`config.mk`:
```
export PLATFORM = sky130hd
export DESIGN_NAME = priority_ready_queue_unit
export DESIGN_NICKNAME = d
export VERILOG_FILES = /design/src/hdl/prq_pkg.sv /design/src/hdl/prq_ram.sv /design/src/hdl/priority_ready_queue_unit.sv
export VERILOG_INCLUDE_DIRS = /design/src /design/src/hdl
export SDC_FILE = /design/constraint.sdc
export NUM_CORES = 1
export LEC_CHECK = 0
export ABC_CLOCK_PERIOD_IN_PS = 6100
export BUFFER_PORTS_ARGS = -buffer_cell sky130_fd_sc_hd__clkbuf_2
export CORE_ASPECT_RATIO = 0.8
export CORE_MARGIN = 10
export CORE_UTILIZATION = 67
export CTS_CLUSTER_DIAMETER = 60
export DETAILED_ROUTE_END_ITERATION = 8
export PLACE_DENSITY = 0.95
export SYNTH_ARGS = -nofsm -noshare
export SYNTH_HDL_FRONTEND = slang
export SYNTH_SLANG_ARGS = --single-unit
```
`constraint.sdc`:
```
create_clock -name clock -period 6.1 [get_ports clock]
set_clock_uncertainty 0.05 [all_clocks]
set_input_delay 0.61 -clock clock [delete_from_list [all_inputs] [get_ports clock]]
set_output_delay 0.61 -clock clock [all_outputs]
set_load 0.02 [all_outputs]
```
`src/hdl/priority_ready_queue_unit_macros.svh`:
```
// Assertion macros shared by the ready queue RTL.
// No dependencies; included inside module bodies.
`ifndef PRIORITY_READY_QUEUE_UNIT_MACROS_SVH
`define PRIORITY_READY_QUEUE_UNIT_MACROS_SVH

// Same-cycle implication, disabled while reset is high.
`define PRQ_ASSERT_NOW(label, clk, rst, ante, cons, msg) \
   label: assert property (@(posedge clk) disable iff (rst) (ante) |-> (cons)) \
      else $error(msg);

// Next-cycle implication, disabled while reset is high.
`define PRQ_ASSERT_NEXT(label, clk, rst, ante, cons, msg) \
   label: assert property (@(posedge clk) disable iff (rst) (ante) |=> (cons)) \
      else $error(msg);

`endif

```
`src/hdl/prq_pkg.sv`:
```
// Shared types and constants for the priority ready queue.
// No dependencies.
package prq_pkg;

   localparam int QUEUE_DEPTH   = 16;
   localparam int ID_BITS       = 8;
   localparam int PRIORITY_BITS = 8;
   localparam int ADDR_BITS     = $clog2(QUEUE_DEPTH);
   localparam int COUNT_BITS    = $clog2(QUEUE_DEPTH + 1);

   typedef logic [ADDR_BITS-1:0]  addr_type;
   typedef logic [COUNT_BITS-1:0] count_type;

   localparam count_type COUNT_FULL = COUNT_BITS'(QUEUE_DEPTH);

   typedef struct packed {
      logic [ID_BITS-1:0]       id;
      logic [PRIORITY_BITS-1:0] prio;
   } entry_type;

   localparam int ENTRY_BITS = $bits(entry_type);

   typedef enum logic [1:0] {
      ERR_OK        = 2'd0,
      ERR_FULL      = 2'd1,
      ERR_NOT_FOUND = 2'd2
   } err_type;

   typedef enum logic {
      ACT_INSERT = 1'b0,
      ACT_REMOVE = 1'b1
   } action_type;

   typedef enum logic [3:0] {
      ST_IDLE,
      ST_INS_START,
      ST_INS_WALK,
      ST_INS_LAST,
      ST_REM_START,
      ST_REM_WALK,
      ST_HEAD_RD,
      ST_HEAD_DATA,
      ST_OUT
   } state_type;

endpackage

```
`src/hdl/prq_ram.sv`:
```
// Generic simple dual-port RAM: one write port, one read port, registered read.
// No dependencies.
module prq_ram #(
   parameter int WIDTH = 16,
   parameter int DEPTH = 16
) (
   input  logic                     clock,
   input  logic                     wr_en,
   input  logic [$clog2(DEPTH)-1:0] wr_addr,
   input  logic [WIDTH-1:0]         wr_data,
   input  logic                     rd_en,
   input  logic [$clog2(DEPTH)-1:0] rd_addr,
   output logic [WIDTH-1:0]         rd_data
);

   logic [WIDTH-1:0] mem [DEPTH];
   logic [WIDTH-1:0] rd_data_ff;

   always_ff @(posedge clock) begin
      if (wr_en) begin
         mem[wr_addr] <= wr_data;
      end
   end

   always_ff @(posedge clock) begin
      if (rd_en) begin
         rd_data_ff <= mem[rd_addr];
      end
   end

   assign rd_data = rd_data_ff;

endmodule

```
`src/hdl/priority_ready_queue_unit.sv`:
```
// Sorted ready queue: top level with the walk sequencer and the entry RAM.
// Depends on prq_pkg, prq_ram and priority_ready_queue_unit_macros.svh.

// Entries live in one RAM, head at address 0, highest priority first. One request is
// handled at a time. An insert walks from the tail toward the head, moving each lower
// or equal entry down one slot until it meets a higher one. A remove walks from the
// head, finds the first matching id and moves every later entry up one slot. Both
// walks cover one entry per cycle, which is the pace of the single RAM read port; a
// final read of address 0 fetches the head. A new request is taken while the previous
// result still waits.
module priority_ready_queue_unit (
   input  logic                                clock,
   input  logic                                reset,
   input  logic                                req_valid,
   output logic                                req_stall,
   input  logic                                req_action,
   input  logic [prq_pkg::ID_BITS-1:0]         req_task_id,
   input  logic [prq_pkg::PRIORITY_BITS-1:0]   req_priority_req,
   output logic                                rsp_valid,
   input  logic                                rsp_stall,
   output logic [prq_pkg::ID_BITS-1:0]         rsp_head_id,
   output logic [prq_pkg::PRIORITY_BITS-1:0]   rsp_head_priority,
   output logic                                rsp_queue_empty,
   output logic [1:0]                          rsp_error
);

   import prq_pkg::*;

   `include "priority_ready_queue_unit_macros.svh"

   state_type                state_ff, state_in;
   count_type                count_ff, count_in;
   addr_type                 k_ff, k_in;
   logic                     found_ff, found_in;
   action_type               act_ff, act_in;
   logic [ID_BITS-1:0]       id_ff, id_in;
   logic [PRIORITY_BITS-1:0] prio_ff, prio_in;
   err_type                  err_ff, err_in;
   logic [ID_BITS-1:0]       res_id_ff, res_id_in;
   logic [PRIORITY_BITS-1:0] res_prio_ff, res_prio_in;
   logic                     res_empty_ff, res_empty_in;
   logic                     rsp_valid_ff, rsp_valid_in;
   logic [ID_BITS-1:0]       rsp_id_ff, rsp_id_in;
   logic [PRIORITY_BITS-1:0] rsp_prio_ff, rsp_prio_in;
   logic                     rsp_empty_ff, rsp_empty_in;
   err_type                  rsp_err_ff, rsp_err_in;

   logic      mem_we;
   addr_type  mem_waddr;
   entry_type mem_wdata;
   logic      mem_re;
   addr_type  mem_raddr;
   entry_type mem_rdata;
   logic [ENTRY_BITS-1:0] mem_rbits;

   logic      req_take;
   logic      out_free;
   logic      ins_stop;
   logic      k_is_zero;
   logic      k_last;
   logic      id_hit;
   addr_type  tail_addr;
   entry_type new_entry;

   prq_ram #(
      .WIDTH (ENTRY_BITS),
      .DEPTH (QUEUE_DEPTH)
   ) u_ram (
      .clock   (clock),
      .wr_en   (mem_we),
      .wr_addr (mem_waddr),
      .wr_data (mem_wdata),
      .rd_en   (mem_re),
      .rd_addr (mem_raddr),
      .rd_data (mem_rbits)
   );

   assign mem_rdata = entry_type'(mem_rbits);

   assign req_stall = (state_ff != ST_IDLE);
   assign req_take  = req_valid & ~req_stall;
   assign out_free  = ~rsp_valid_ff | ~rsp_stall;
   assign new_entry = '{id: id_ff, prio: prio_ff};
   // Stop the insert walk at the first entry that stays ahead of the new one.
   assign ins_stop  = (mem_rdata.prio > prio_ff);
   assign k_is_zero = (k_ff == '0);
   assign k_last    = ((COUNT_BITS'(k_ff) + COUNT_BITS'(1)) == count_ff);
   assign id_hit    = (mem_rdata.id == id_ff);
   assign tail_addr = ADDR_BITS'(count_ff - COUNT_BITS'(1));

   // next state
   always_comb begin
      state_in = state_ff;
      case (state_ff)
         ST_IDLE: begin
            if (req_take) begin
               state_in = (action_type'(req_action) == ACT_INSERT) ? ST_INS_START
                                                                   : ST_REM_START;
            end
         end
         ST_INS_START: begin
            if (count_ff == COUNT_FULL || count_ff == '0) begin
               state_in = ST_HEAD_RD;
            end else begin
               state_in = ST_INS_WALK;
            end
         end
         ST_INS_WALK: begin
            if (ins_stop) begin
               state_in = ST_HEAD_RD;
            end else if (k_is_zero) begin
               state_in = ST_INS_LAST;
            end
         end
         ST_INS_LAST:  state_in = ST_HEAD_RD;
         ST_REM_START: begin
            state_in = (count_ff == '0) ? ST_HEAD_RD : ST_REM_WALK;
         end
         ST_REM_WALK: begin
            if (k_last) begin
               state_in = ST_HEAD_RD;
            end
         end
         ST_HEAD_RD: begin
            state_in = (count_ff == '0) ? ST_OUT : ST_HEAD_DATA;
         end
         ST_HEAD_DATA: state_in = ST_OUT;
         ST_OUT: begin
            if (out_free) begin
               state_in = ST_IDLE;
            end
         end
         default: state_in = ST_IDLE;
      endcase
   end

   // datapath and RAM control
   always_comb begin
      count_in     = count_ff;
      k_in         = k_ff;
      found_in     = found_ff;
      act_in       = act_ff;
      id_in        = id_ff;
      prio_in      = prio_ff;
      err_in       = err_ff;
      res_id_in    = res_id_ff;
      res_prio_in  = res_prio_ff;
      res_empty_in = res_empty_ff;
      rsp_valid_in = rsp_valid_ff;
      rsp_id_in    = rsp_id_ff;
      rsp_prio_in  = rsp_prio_ff;
      rsp_empty_in = rsp_empty_ff;
      rsp_err_in   = rsp_err_ff;
      mem_we       = 1'b0;
      mem_waddr    = '0;
      mem_wdata    = new_entry;
      mem_re       = 1'b0;
      mem_raddr    = '0;

      if (rsp_valid_ff && !rsp_stall) begin
         rsp_valid_in = 1'b0;
      end

      case (state_ff)
         ST_IDLE: begin
            if (req_take) begin
               act_in  = action_type'(req_action);
               id_in   = req_task_id;
               prio_in = req_priority_req;
               err_in  = ERR_OK;
            end
         end
         ST_INS_START: begin
            if (count_ff == COUNT_FULL) begin
               err_in = ERR_FULL;
            end else if (count_ff == '0) begin
               mem_we    = 1'b1;
               mem_waddr = '0;
               mem_wdata = new_entry;
               count_in  = count_ff + COUNT_BITS'(1);
            end else begin
               mem_re    = 1'b1;
               mem_raddr = tail_addr;
               k_in      = tail_addr;
            end
         end
         ST_INS_WALK: begin
            mem_we    = 1'b1;
            mem_waddr = k_ff + ADDR_BITS'(1);
            if (ins_stop) begin
               mem_wdata = new_entry;
               count_in  = count_ff + COUNT_BITS'(1);
            end else begin
               mem_wdata = mem_rdata;
               if (!k_is_zero) begin
                  mem_re    = 1'b1;
                  mem_raddr = k_ff - ADDR_BITS'(1);
                  k_in      = k_ff - ADDR_BITS'(1);
               end
            end
         end
         ST_INS_LAST: begin
            mem_we    = 1'b1;
            mem_waddr = '0;
            mem_wdata = new_entry;
            count_in  = count_ff + COUNT_BITS'(1);
         end
         ST_REM_START: begin
            if (count_ff == '0) begin
               err_in = ERR_NOT_FOUND;
            end else begin
               mem_re    = 1'b1;
               mem_raddr = '0;
               k_in      = '0;
               found_in  = 1'b0;
            end
         end
         ST_REM_WALK: begin
            // entries after the first match move up one slot
            if (found_ff) begin
               mem_we    = 1'b1;
               mem_waddr = k_ff - ADDR_BITS'(1);
               mem_wdata = mem_rdata;
            end
            found_in = found_ff | id_hit;
            if (k_last) begin
               if (found_ff | id_hit) begin
                  count_in = count_ff - COUNT_BITS'(1);
               end else begin
                  err_in = ERR_NOT_FOUND;
               end
            end else begin
               mem_re    = 1'b1;
               mem_raddr = k_ff + ADDR_BITS'(1);
               k_in      = k_ff + ADDR_BITS'(1);
            end
         end
         ST_HEAD_RD: begin
            if (count_ff == '0) begin
               res_id_in    = '0;
               res_prio_in  = '0;
               res_empty_in = 1'b1;
            end else begin
               mem_re    = 1'b1;
               mem_raddr = '0;
            end
         end
         ST_HEAD_DATA: begin
            res_id_in    = mem_rdata.id;
            res_prio_in  = mem_rdata.prio;
            res_empty_in = 1'b0;
         end
         ST_OUT: begin
            if (out_free) begin
               rsp_valid_in = 1'b1;
               rsp_id_in    = res_id_ff;
               rsp_prio_in  = res_prio_ff;
               rsp_empty_in = res_empty_ff;
               rsp_err_in   = err_ff;
            end
         end
         default: begin
         end
      endcase
   end

   always_ff @(posedge clock) begin
      if (reset) begin
         state_ff     <= ST_IDLE;
         count_ff     <= '0;
         rsp_valid_ff <= 1'b0;
      end else begin
         state_ff     <= state_in;
         count_ff     <= count_in;
         rsp_valid_ff <= rsp_valid_in;
      end
   end

   always_ff @(posedge clock) begin
      k_ff         <= k_in;
      found_ff     <= found_in;
      act_ff       <= act_in;
      id_ff        <= id_in;
      prio_ff      <= prio_in;
      err_ff       <= err_in;
      res_id_ff    <= res_id_in;
      res_prio_ff  <= res_prio_in;
      res_empty_ff <= res_empty_in;
      rsp_id_ff    <= rsp_id_in;
      rsp_prio_ff  <= rsp_prio_in;
      rsp_empty_ff <= rsp_empty_in;
      rsp_err_ff   <= rsp_err_in;
   end

   assign rsp_valid         = rsp_valid_ff;
   assign rsp_head_id       = rsp_id_ff;
   assign rsp_head_priority = rsp_prio_ff;
   assign rsp_queue_empty   = rsp_empty_ff;
   assign rsp_error         = rsp_err_ff;

   `PRQ_ASSERT_NOW(a_count_bound, clock, reset, 1'b1, count_ff <= COUNT_FULL, "entry count above depth")
   `PRQ_ASSERT_NEXT(a_take_starts, clock, reset, req_take, (state_ff == ST_INS_START && act_ff == ACT_INSERT) || (state_ff == ST_REM_START && act_ff == ACT_REMOVE), "accepted request did not start its walk")
   `PRQ_ASSERT_NOW(a_ins_not_full, clock, reset, state_ff == ST_INS_WALK || state_ff == ST_INS_LAST, count_ff < COUNT_FULL, "insert walk on a full queue")

endmodule
```
==> summary.txt, run 1 <==
Run status
  • Run status: completed

Final layout
  • Area Overhead vs Synth: 10.60%
  • Most common cell after layout, fill and taps aside: edfxtp_1
  • Share of post-route cells with drive strength above 1: 14.32%
  • Filler-free cell count of the finished design: 1212
  • # nets final: 956
  • Final instance area: 0.01543 sq mm
  • Commonest non-fill, non-tap cells in the layout: 331 x edfxtp_1, 128 x mux2i_1, 67 x o22ai_1
  • Diode count: 0

Clocking
  • CTS tree: done
  • # hold bufs at CTS: 0
  • Post-CTS setup buffer count: 0
  • CTS clk-pin slew, worst paths: 0.07 ns
  • H-Tree Level Count: 1
  • Resize count post-CTS: 0
  • Clock latency on the worst-skew pair: 0.56 ns
  • Root Buffer: clkbuf_16
  • CTS max path bufs: 3
  • # clock sinks: 341
  • TritonCTS Buffers: 31

Synthesis
  • Asr flop ratio synth: 0%
  • Post-synth EDFFs: 331
  • Post-Syn Area per Cell: 16.17 sq um
  • Synthesized Nets: 898
  • Synth unique cells: 59
  • Predominant post-synthesis flop cell: edfxtp_1
  • Synth area leader: edfxtp_1
  • Post-synthesis register bit count: 341
  • Post-Synthesis Cell Area: 0.01395 sq mm
  • Warnings, synthesis: 0
  • Yosys top cell area share: 71.24%
  • Sequential share of the synthesized area: 72.68%
  • Gate Count Post-Synth: 863
  • Synth top area cells: edfxtp_1 71%, mux2i_1 9.2%, o22ai_1 3.0%

Timing
  • Final hold viol count: 0
  • Worst-Margin Slew: 1.129 ns
  • Post-route minimum period: 4.323 ns
  • Unrepaired setup endpoints after global routing: false
  • # setup viols final: 0
  • Hold_ws: 0.1747 ns
  • Final period util: 70.87%
  • Fin. max-slew vios: 0
  • TNS Setup: 0 ns
  • Rel. slew slack: 24.76%
  • Max Clk Rate: 231.3 MHz

GRT
  • Largest net degree at the start of global routing: 66
  • Vias in the first global route: 8377
  • Total track usage: 23.91%
  • GRT Residual Overflow: 0
  • First-pass GRT wire length: 49880 microns
  • Initial antenna violation count: 0

Worst setup path
  • R2r startpoint: k_ff[0]
  • Reg2reg end: u_ram.rd_data[5]
  • Worst r2r path cells: 11
  • CP endpoint kind: flip-flop
  • Crit path arrival time: 4.55 ns
  • Critical Path Fanout Max: 65
  • Required @ worst endpoint: 6.33 ns
  • CP Class: reg2reg
  • CP startpoint kind: flip-flop
  • Register-to-register setup slack: 1.78 ns

Pwr
  • Net Sw Frac: 33.86%
  • Gate power share: 30.9%
  • LEAKAGE: 0.004964 uW
  • Net Sw Power: 2615 uW
  • Power share of the clock group: 24.9%
  • PD cells: 500.4 mW/mm^2
  • Sequential fraction of design power: 44.2%
  • Internal: 5107 uW
  • Worst VDD drop: 0.3904 mV

Placed design
  • Gpl congestion: 0.9570
  • I/O Buffers: 41
  • Dpl cells: 1157
  • Dpl cell area: 0.01444 sq mm
  • Hpwl dp: 19060 microns

Floorplan
  • Initial Util: 67.79%
  • Die width: 181.3 microns
  • Core area: 0.02058 sq mm
  • Die H: 149.1 microns
  • Ports: 42
  • Die area: 0.02703 sq mm
  • FP Rows: 47

Hold path
  • Hold EP: id_ff[4]
  • Worst Hold Path Cells: 1
  • Min-delay src: req_task_id[4]
  • HP Class: in2reg

Drt
  • Via-per-instance ratio: 6.887
  • Via count: 8347
  • Average wire per standard cell: 27.25 microns
  • Drt initial violations: 1143
  • Final WL: 33020 microns
  • TritonRoute pass-1 iters: 6
  • DRC: 0
  • Post-route ant nets: 0

Job
  • Maxcap violations: 0
area by class of cell:
type,instances,area [sq um]
Sequential cell,341,10140
Fill cell,1083,5151
Multi-Input combinational cell,461,3492
Clock buffer,36,794.5
Timing Repair Buffer,68,407.9
Tap cell,269,336.6
Clock inverter,19,192.7
Inverter,18,67.56
worst max-delay path, stage by stage, from the launching register on:
cell and delay (ns):
edfxtp_1 0.60, inv_1 0.14, ha_1 0.51, xor2_1 0.20
a211oi_2 0.07, o211ai_2 0.14, a32oi_1 0.20, o21ai_4 0.11
buf_4 0.90, mux2i_1 0.34, o22ai_1 0.17, or4_1 0.60
synth_stat cells, drive strengths merged, types with 5 or more instances:
cell,count
or3,8
nand2,26
nor2,38
xnor2,11
ha,14
xor2,11
o211ai,5
clkbuf,5
nand2b,6
o21ai,18
a21oi,21
buf,38
o22ai,67
mux2i,128
dfxtp,10
or4,17
and2,17
nor3,10
inv,18
mux2,9
nand3,9
edfxtp,331
metrics by stage:
stage	setup WS, ns	total power [uW]	util, %
2_1_floorplan	2.912	5050	-
3_3_place_gp	1.957	5551	70.18
3_5_place_dp	1.870	5689	70.18
4_1_cts	1.847	7649	74.97
5_1_grt	1.600	7977	74.97
6_report	1.777	7722	74.97
kinds of logic (layout without fill, tap and decap cells):
kind of cell | count (synthesis) | in the layout | share of synthesized area, %
flip-flops | 341 | 341 | 72.68
multiplexers | 137 | 137 | 9.909
AND/OR/NAND/NOR | 152 | 152 | 5.946
XOR/XNOR | 22 | 22 | 1.381
buffers and inverters | 61 | 141 | 2.439
AO/OA/AOI/OAI | 136 | 136 | 6.394
adder cells (fa/ha/maj) | 14 | 14 | 1.256
power groups by stage:
| stage | Combinational (uW) | Sequential [uW] | Clock, uW |
|---|---|---|---|
| 6_report | 2380 | 3410 | 1930 |
| 5_1_grt | 2540 | 3430 | 2010 |
| 4_1_cts | 2330 | 3400 | 1920 |
| 3_5_place_dp | 2250 | 3440 | 0 |
| 3_3_place_gp | 2140 | 3410 | 0 |
| 2_1_floorplan | 1710 | 3340 | 0 |
flip-flops by register name, summed over array words and instances, names as in the netlist, 4 cells and up:
signal             count
id_ff                  8
u_ram.mem            256
count_ff               5
prio_ff                8
u_ram.rd_data         16
res_prio_ff            8
rsp_head_priority      8
k_ff                   4
res_id_ff              8
state_ff               4
rsp_head_id            8
routing by layer:
metal | GRT usage [%] | up-vias | wire (microns)
li1 | - | 3505 | -
met1 | 30.50 | 4119 | 12050
met2 | 39.04 | 605 | 15860
met3 | 5.432 | 118 | 3792
met4 | 10.31 | 0 | 1319
met5 | 0 | - | 0
how the worst max path moves through the flow:
stage          slack, ns        startpoint                to
6_report            1.78           k_ff[0]  u_ram.rd_data[5]
5_1_grt             1.60  u_ram.rd_data[5]  u_ram.rd_data[7]
4_1_cts             1.85           k_ff[0]  u_ram.rd_data[5]
3_5_place_dp        1.87           k_ff[0]  u_ram.rd_data[5]
3_3_place_gp        1.96           k_ff[0]  u_ram.rd_data[6]
2_1_floorplan       2.91           k_ff[0]  u_ram.rd_data[4]
No activity file was read; power rests on OpenSTA's default activity.
==> run 2: changes to the inputs <==
--- a/config.mk
+++ b/config.mk
@@ -6,14 +6,15 @@
 export SDC_FILE = /design/constraint.sdc
 export NUM_CORES = 1
 export LEC_CHECK = 0
-export ABC_CLOCK_PERIOD_IN_PS = 6100
+export ABC_AREA = 1
+export ABC_CLOCK_PERIOD_IN_PS = 3700
 export BUFFER_PORTS_ARGS = -buffer_cell sky130_fd_sc_hd__clkbuf_2
 export CORE_ASPECT_RATIO = 0.8
 export CORE_MARGIN = 10
-export CORE_UTILIZATION = 67
+export CORE_UTILIZATION = 57
 export CTS_CLUSTER_DIAMETER = 60
 export DETAILED_ROUTE_END_ITERATION = 8
-export PLACE_DENSITY = 0.95
+export PLACE_DENSITY = 0.87
 export SYNTH_ARGS = -nofsm -noshare
 export SYNTH_HDL_FRONTEND = slang
 export SYNTH_SLANG_ARGS = --single-unit
==> constraint.sdc (replaced) <==
create_clock -name clock -period 3.7 [get_ports clock]
set_clock_uncertainty 0.05 [all_clocks]
set_input_delay 0.37 -clock clock [delete_from_list [all_inputs] [get_ports clock]]
set_output_delay 0.37 -clock clock [all_outputs]
set_load 0.02 [all_outputs]
==> summary.txt, run 2 <==
Run status
  • Run status: completed

Timing
  • Final hold viol count: 0 (unchanged)
  • Max Clk Rate: 291.0 MHz (+26%)
  • Final period util: 92.88% (+22 points)
  • # setup viols final: 0 (unchanged)
  • TNS Setup: 0 ns (unchanged)
  • Fin. max-slew vios: 0 (unchanged)
  • Unrepaired setup endpoints after global routing: false
  • Post-route minimum period: 3.437 ns (-0.8865 ns)
  • Rel. slew slack: 18.26% (-6.5 points)
  • Final setup margin: 0.2634 ns (-1.514 ns)
  • Worst-Margin Slew: 1.221 ns (+0.09224 ns)

Worst setup path
  • Critical Path Fanout Max: 17 (-74%)
  • Crit path arrival time: 3.59 ns (-0.96 ns)
  • Slowest-stage cell, CP: o211ai_1
  • Register-to-register setup slack: 0.26 ns (-1.51 ns)
  • Worst r2r path cells: 10 (-1)
  • CP endpoint kind: flip-flop
  • Reg2reg end: u_ram.mem[9][12]
  • CP Class: reg2reg
  • Crit-path max cell delay: 1.01 ns (+0.11 ns)
  • CP startpoint kind: flip-flop
  • Required @ worst endpoint: 3.85 ns (-2.48 ns)
  • Worst-path cell chain: inv_1 -> ha_1 -> nand2_1 -> nor2_1 -> nand4_1 -> nand2_1 -> nand2_1 -> nand2_1 -> inv_2 -> o211ai_1
  • R2r startpoint: prio_ff[7]
  • Most frequent CP cell: nand2_1

Synthesis
  • Yosys top cell area share: 62.38% (-8.9 points)
  • Predominant post-synthesis flop cell: edfxtp_1
  • Gate Count Post-Synth: 1535 (+78%)
  • Sequential share of the synthesized area: 63.64% (-9.0 points)
  • Synth top area cells: edfxtp_1 62%, nand3_1 7.6%, inv_1 7.6%
  • Post-Synthesis Cell Area: 0.01593 sq mm (+14%)
  • Synth area leader: edfxtp_1
  • Post-Syn Area per Cell: 10.38 sq um (-36%)
  • Commonest cells post-synth: 331 x edfxtp_1, 322 x inv_1, 243 x nand3_1, 233 x nand2_1, 135 x nand4_1
  • Post-synth EDFFs: 331 (unchanged)
  • Dominant cell by count in the synthesized netlist: edfxtp_1
  • Synthesized Nets: 1570 (+75%)
  • Asr flop ratio synth: 0% (unchanged)
  • Synth unique cells: 34 (-42%)
  • Warnings, synthesis: 0 (unchanged)
  • Post-synthesis register bit count: 341 (unchanged)

Pwr
  • Power share of the clock group: 21.0% (-3.9 points)
  • Sequential fraction of design power: 40.0% (-4.2 points)
  • LEAKAGE: 0.007394 uW (+49%)
  • Worst VDD drop: 0.5342 mV (+37%)
  • Net Sw Power: 5588 uW (+110%)
  • Internal: 8473 uW (+66%)
  • Tot Pwr: 14060 uW (+82%)
  • Net Sw Frac: 39.74% (+5.9 points)
  • PD cells: 797.0 mW/mm^2 (+59%)
  • Gate power share: 38.9% (+8.0 points)

Drt
  • Average wire per standard cell: 22.02 microns (-19%)
  • Post-route ant nets: 0 (unchanged)
  • Final WL: 43390 microns (+31%)
  • Via count: 12250 (+47%)
  • Via-per-instance ratio: 6.216 (-9.7%)
  • TritonRoute pass-1 iters: 6 (unchanged)
  • Drt initial violations: 1867 (+63%)
  • DRC: 0 (unchanged)

Clocking
  • TritonCTS Buffers: 30 (-3.2%)
  • CTS tree: done
  • Clock latency on the worst-skew pair: 0.58 ns (+0.02 ns)
  • CTS clk-pin slew, worst paths: 0.07 ns (about the same)
  • CTS max path bufs: 3 (unchanged)
  • # clock sinks: 341 (unchanged)
  • H-Tree Level Count: 1 (unchanged)
  • Root Buffer: clkbuf_16
  • Post-CTS setup buffer count: 0 (unchanged)

Hold path
  • Hold EP: rsp_valid
  • HP Class: in2reg
  • Worst Hold Path Cells: 3 (+2)
  • Min-delay src: rsp_stall

Final layout
  • Register bank with the most flops: u_ram.mem
  • FF+latch area: 0.01014 sq mm (unchanged)
  • Area Overhead vs Synth: 10.71%
  • Share of post-route cells with drive strength above 1: 10.84% (-3.5 points)
  • Area of the multi-input gates: 0.004099 sq mm (+17%)
  • Filler cells: 1945 (+80%)
  • # nets final: 1620 (+69%)
  • Number of flip-flops under the largest register name: 256 (unchanged)
  • Final instance area: 0.01764 sq mm (+14%)
  • Most common cell after layout, fill and taps aside: edfxtp_1
  • Commonest non-fill, non-tap cells in the layout: 331 x edfxtp_1, 322 x inv_1, 243 x nand3_1
  • Filler-free cell count of the finished design: 1970 (+63%)

Placed design
  • Dpl cell area: 0.01656 sq mm (+15%)
  • Pre-CTS setup slack: 0.4066 ns (-1.463 ns)
  • I/O Buffers: 41 (unchanged)
  • Hpwl dp: 24710 microns (+30%)
  • Dpl cells: 1900 (+64%)
  • Gpl congestion: 0.9127 (-4.6%)

GRT
  • Initial antenna violation count: 1 (+1)
  • Vias in the first global route: 11880 (+42%)
  • First-pass GRT wire length: 66300 microns (+33%)
  • Total track usage: 24.30% (+0.40 points)
  • GRT Residual Overflow: 0 (unchanged)
  • Largest net degree at the start of global routing: 129 (+95%)

Floorplan
  • Die width: 206.9 microns (+14%)
  • FP Rows: 54 (+15%)
  • Initial Util: 58.09% (-9.7 points)
  • Core area: 0.02743 sq mm (+33%)
  • Die H: 169.5 microns (+14%)
  • Ports: 42 (unchanged)
  • Die area: 0.03508 sq mm (+30%)

Job
  • Maxcap violations: 0 (unchanged)
-- run 2: cell types whose count changed in the layout (fill, tap and decap cells not counted), moves of 17 or more --
cell and delta:
inv_1 +304, nand3_1 +235, nand2_1 +207, nand4_1 +132, mux2i_1 -128, o22ai_1 -65
nor2_2 +21, and2_1 -17, dlygate4sd3_1 +17, or4_1 -17
-- run 2: per-stage QoR --
stage | utilization [%] | hold WS, ns
CTS | 64.26 | 0.02288
global route | 64.31 | 0.05524
global placement | 60.37 | 0.3532
finish | 64.31 | 0.02852
detailed placement | 60.37 | 0.3545
floorplan | - | 0.3503
-- run 2: worst max-delay path: cells and delay by family (launching register included) --
kind	cells	cell delay, ns
simple gates	6	1.04
compound gates	1	1.01
buf+inv	2	0.27
fa+ha+maj	1	0.31
flops	1	0.36
-- run 2: cells by family after synthesis --
family	Yosys count	share of synthesized area, %
AO/OA/AOI/OAI	61	2.497
XOR/XNOR	15	0.8245
adder cells (fa/ha/maj)	14	1.099
buffers and inverters	418	11.18
flip-flops	341	63.64
AND/OR/NAND/NOR	686	20.76
-- run 2: how the worst max path moves through the flow --
stage | endpoint | slack (ns) | from
6_report | u_ram.mem[9][12] | 0.26 | prio_ff[7]
4_1_cts | u_ram.mem[9][7] | 0.33 | prio_ff[7]
3_3_place_gp | u_ram.mem[0][7] | 0.59 | prio_ff[7]
3_5_place_dp | u_ram.mem[0][7] | 0.41 | u_ram.rd_data[7]
2_1_floorplan | u_ram.mem[0][0] | 1.10 | k_ff[0]
5_1_grt | u_ram.mem[4][6] | 0.04 | prio_ff[7]
-- run 2: final cells by class --
cell class	instances	share of cell area [%]
diodes	1	0.01419
inverters	334	7.107
clock buffers	37	4.525
repair buffers	102	4.497
well taps	364	2.582
clock inverters	15	0.5603
multi-input cells	776	23.24
flip-flops and latches	341	57.48
-- run 2: routing by layer --
| layer | track usage, % | wire length (microns) | up-vias |
|---|---|---|---|
| met3 | 6.449 | 5703 | 186 |
| met5 | 0 | 0 | - |
| li1 | - | - | 5293 |
| met2 | 38.72 | 20140 | 953 |
| met1 | 30.98 | 15530 | 5813 |
| met4 | 10.03 | 2023 | 0 |
-- run 2: what timing repair did --
action | 4_1_cts | 5_1_grt
setup endpoints to repair | 0 | 16
hold buffers | 17 | 0
endpoints found under the hold margin | 18 | 0
gates resized for setup | 0 | 1
-- run 2: power by group through the flow --
stage          Sequential, uW  Combinational, uW  Clock, uW
2_1_floorplan            5570               3680          0
3_3_place_gp             5650               4940          0
3_5_place_dp             5680               5150          0
4_1_cts                  5600               5260       2960
5_1_grt                  5650               5870       3110
6_report                 5630               5470       2960
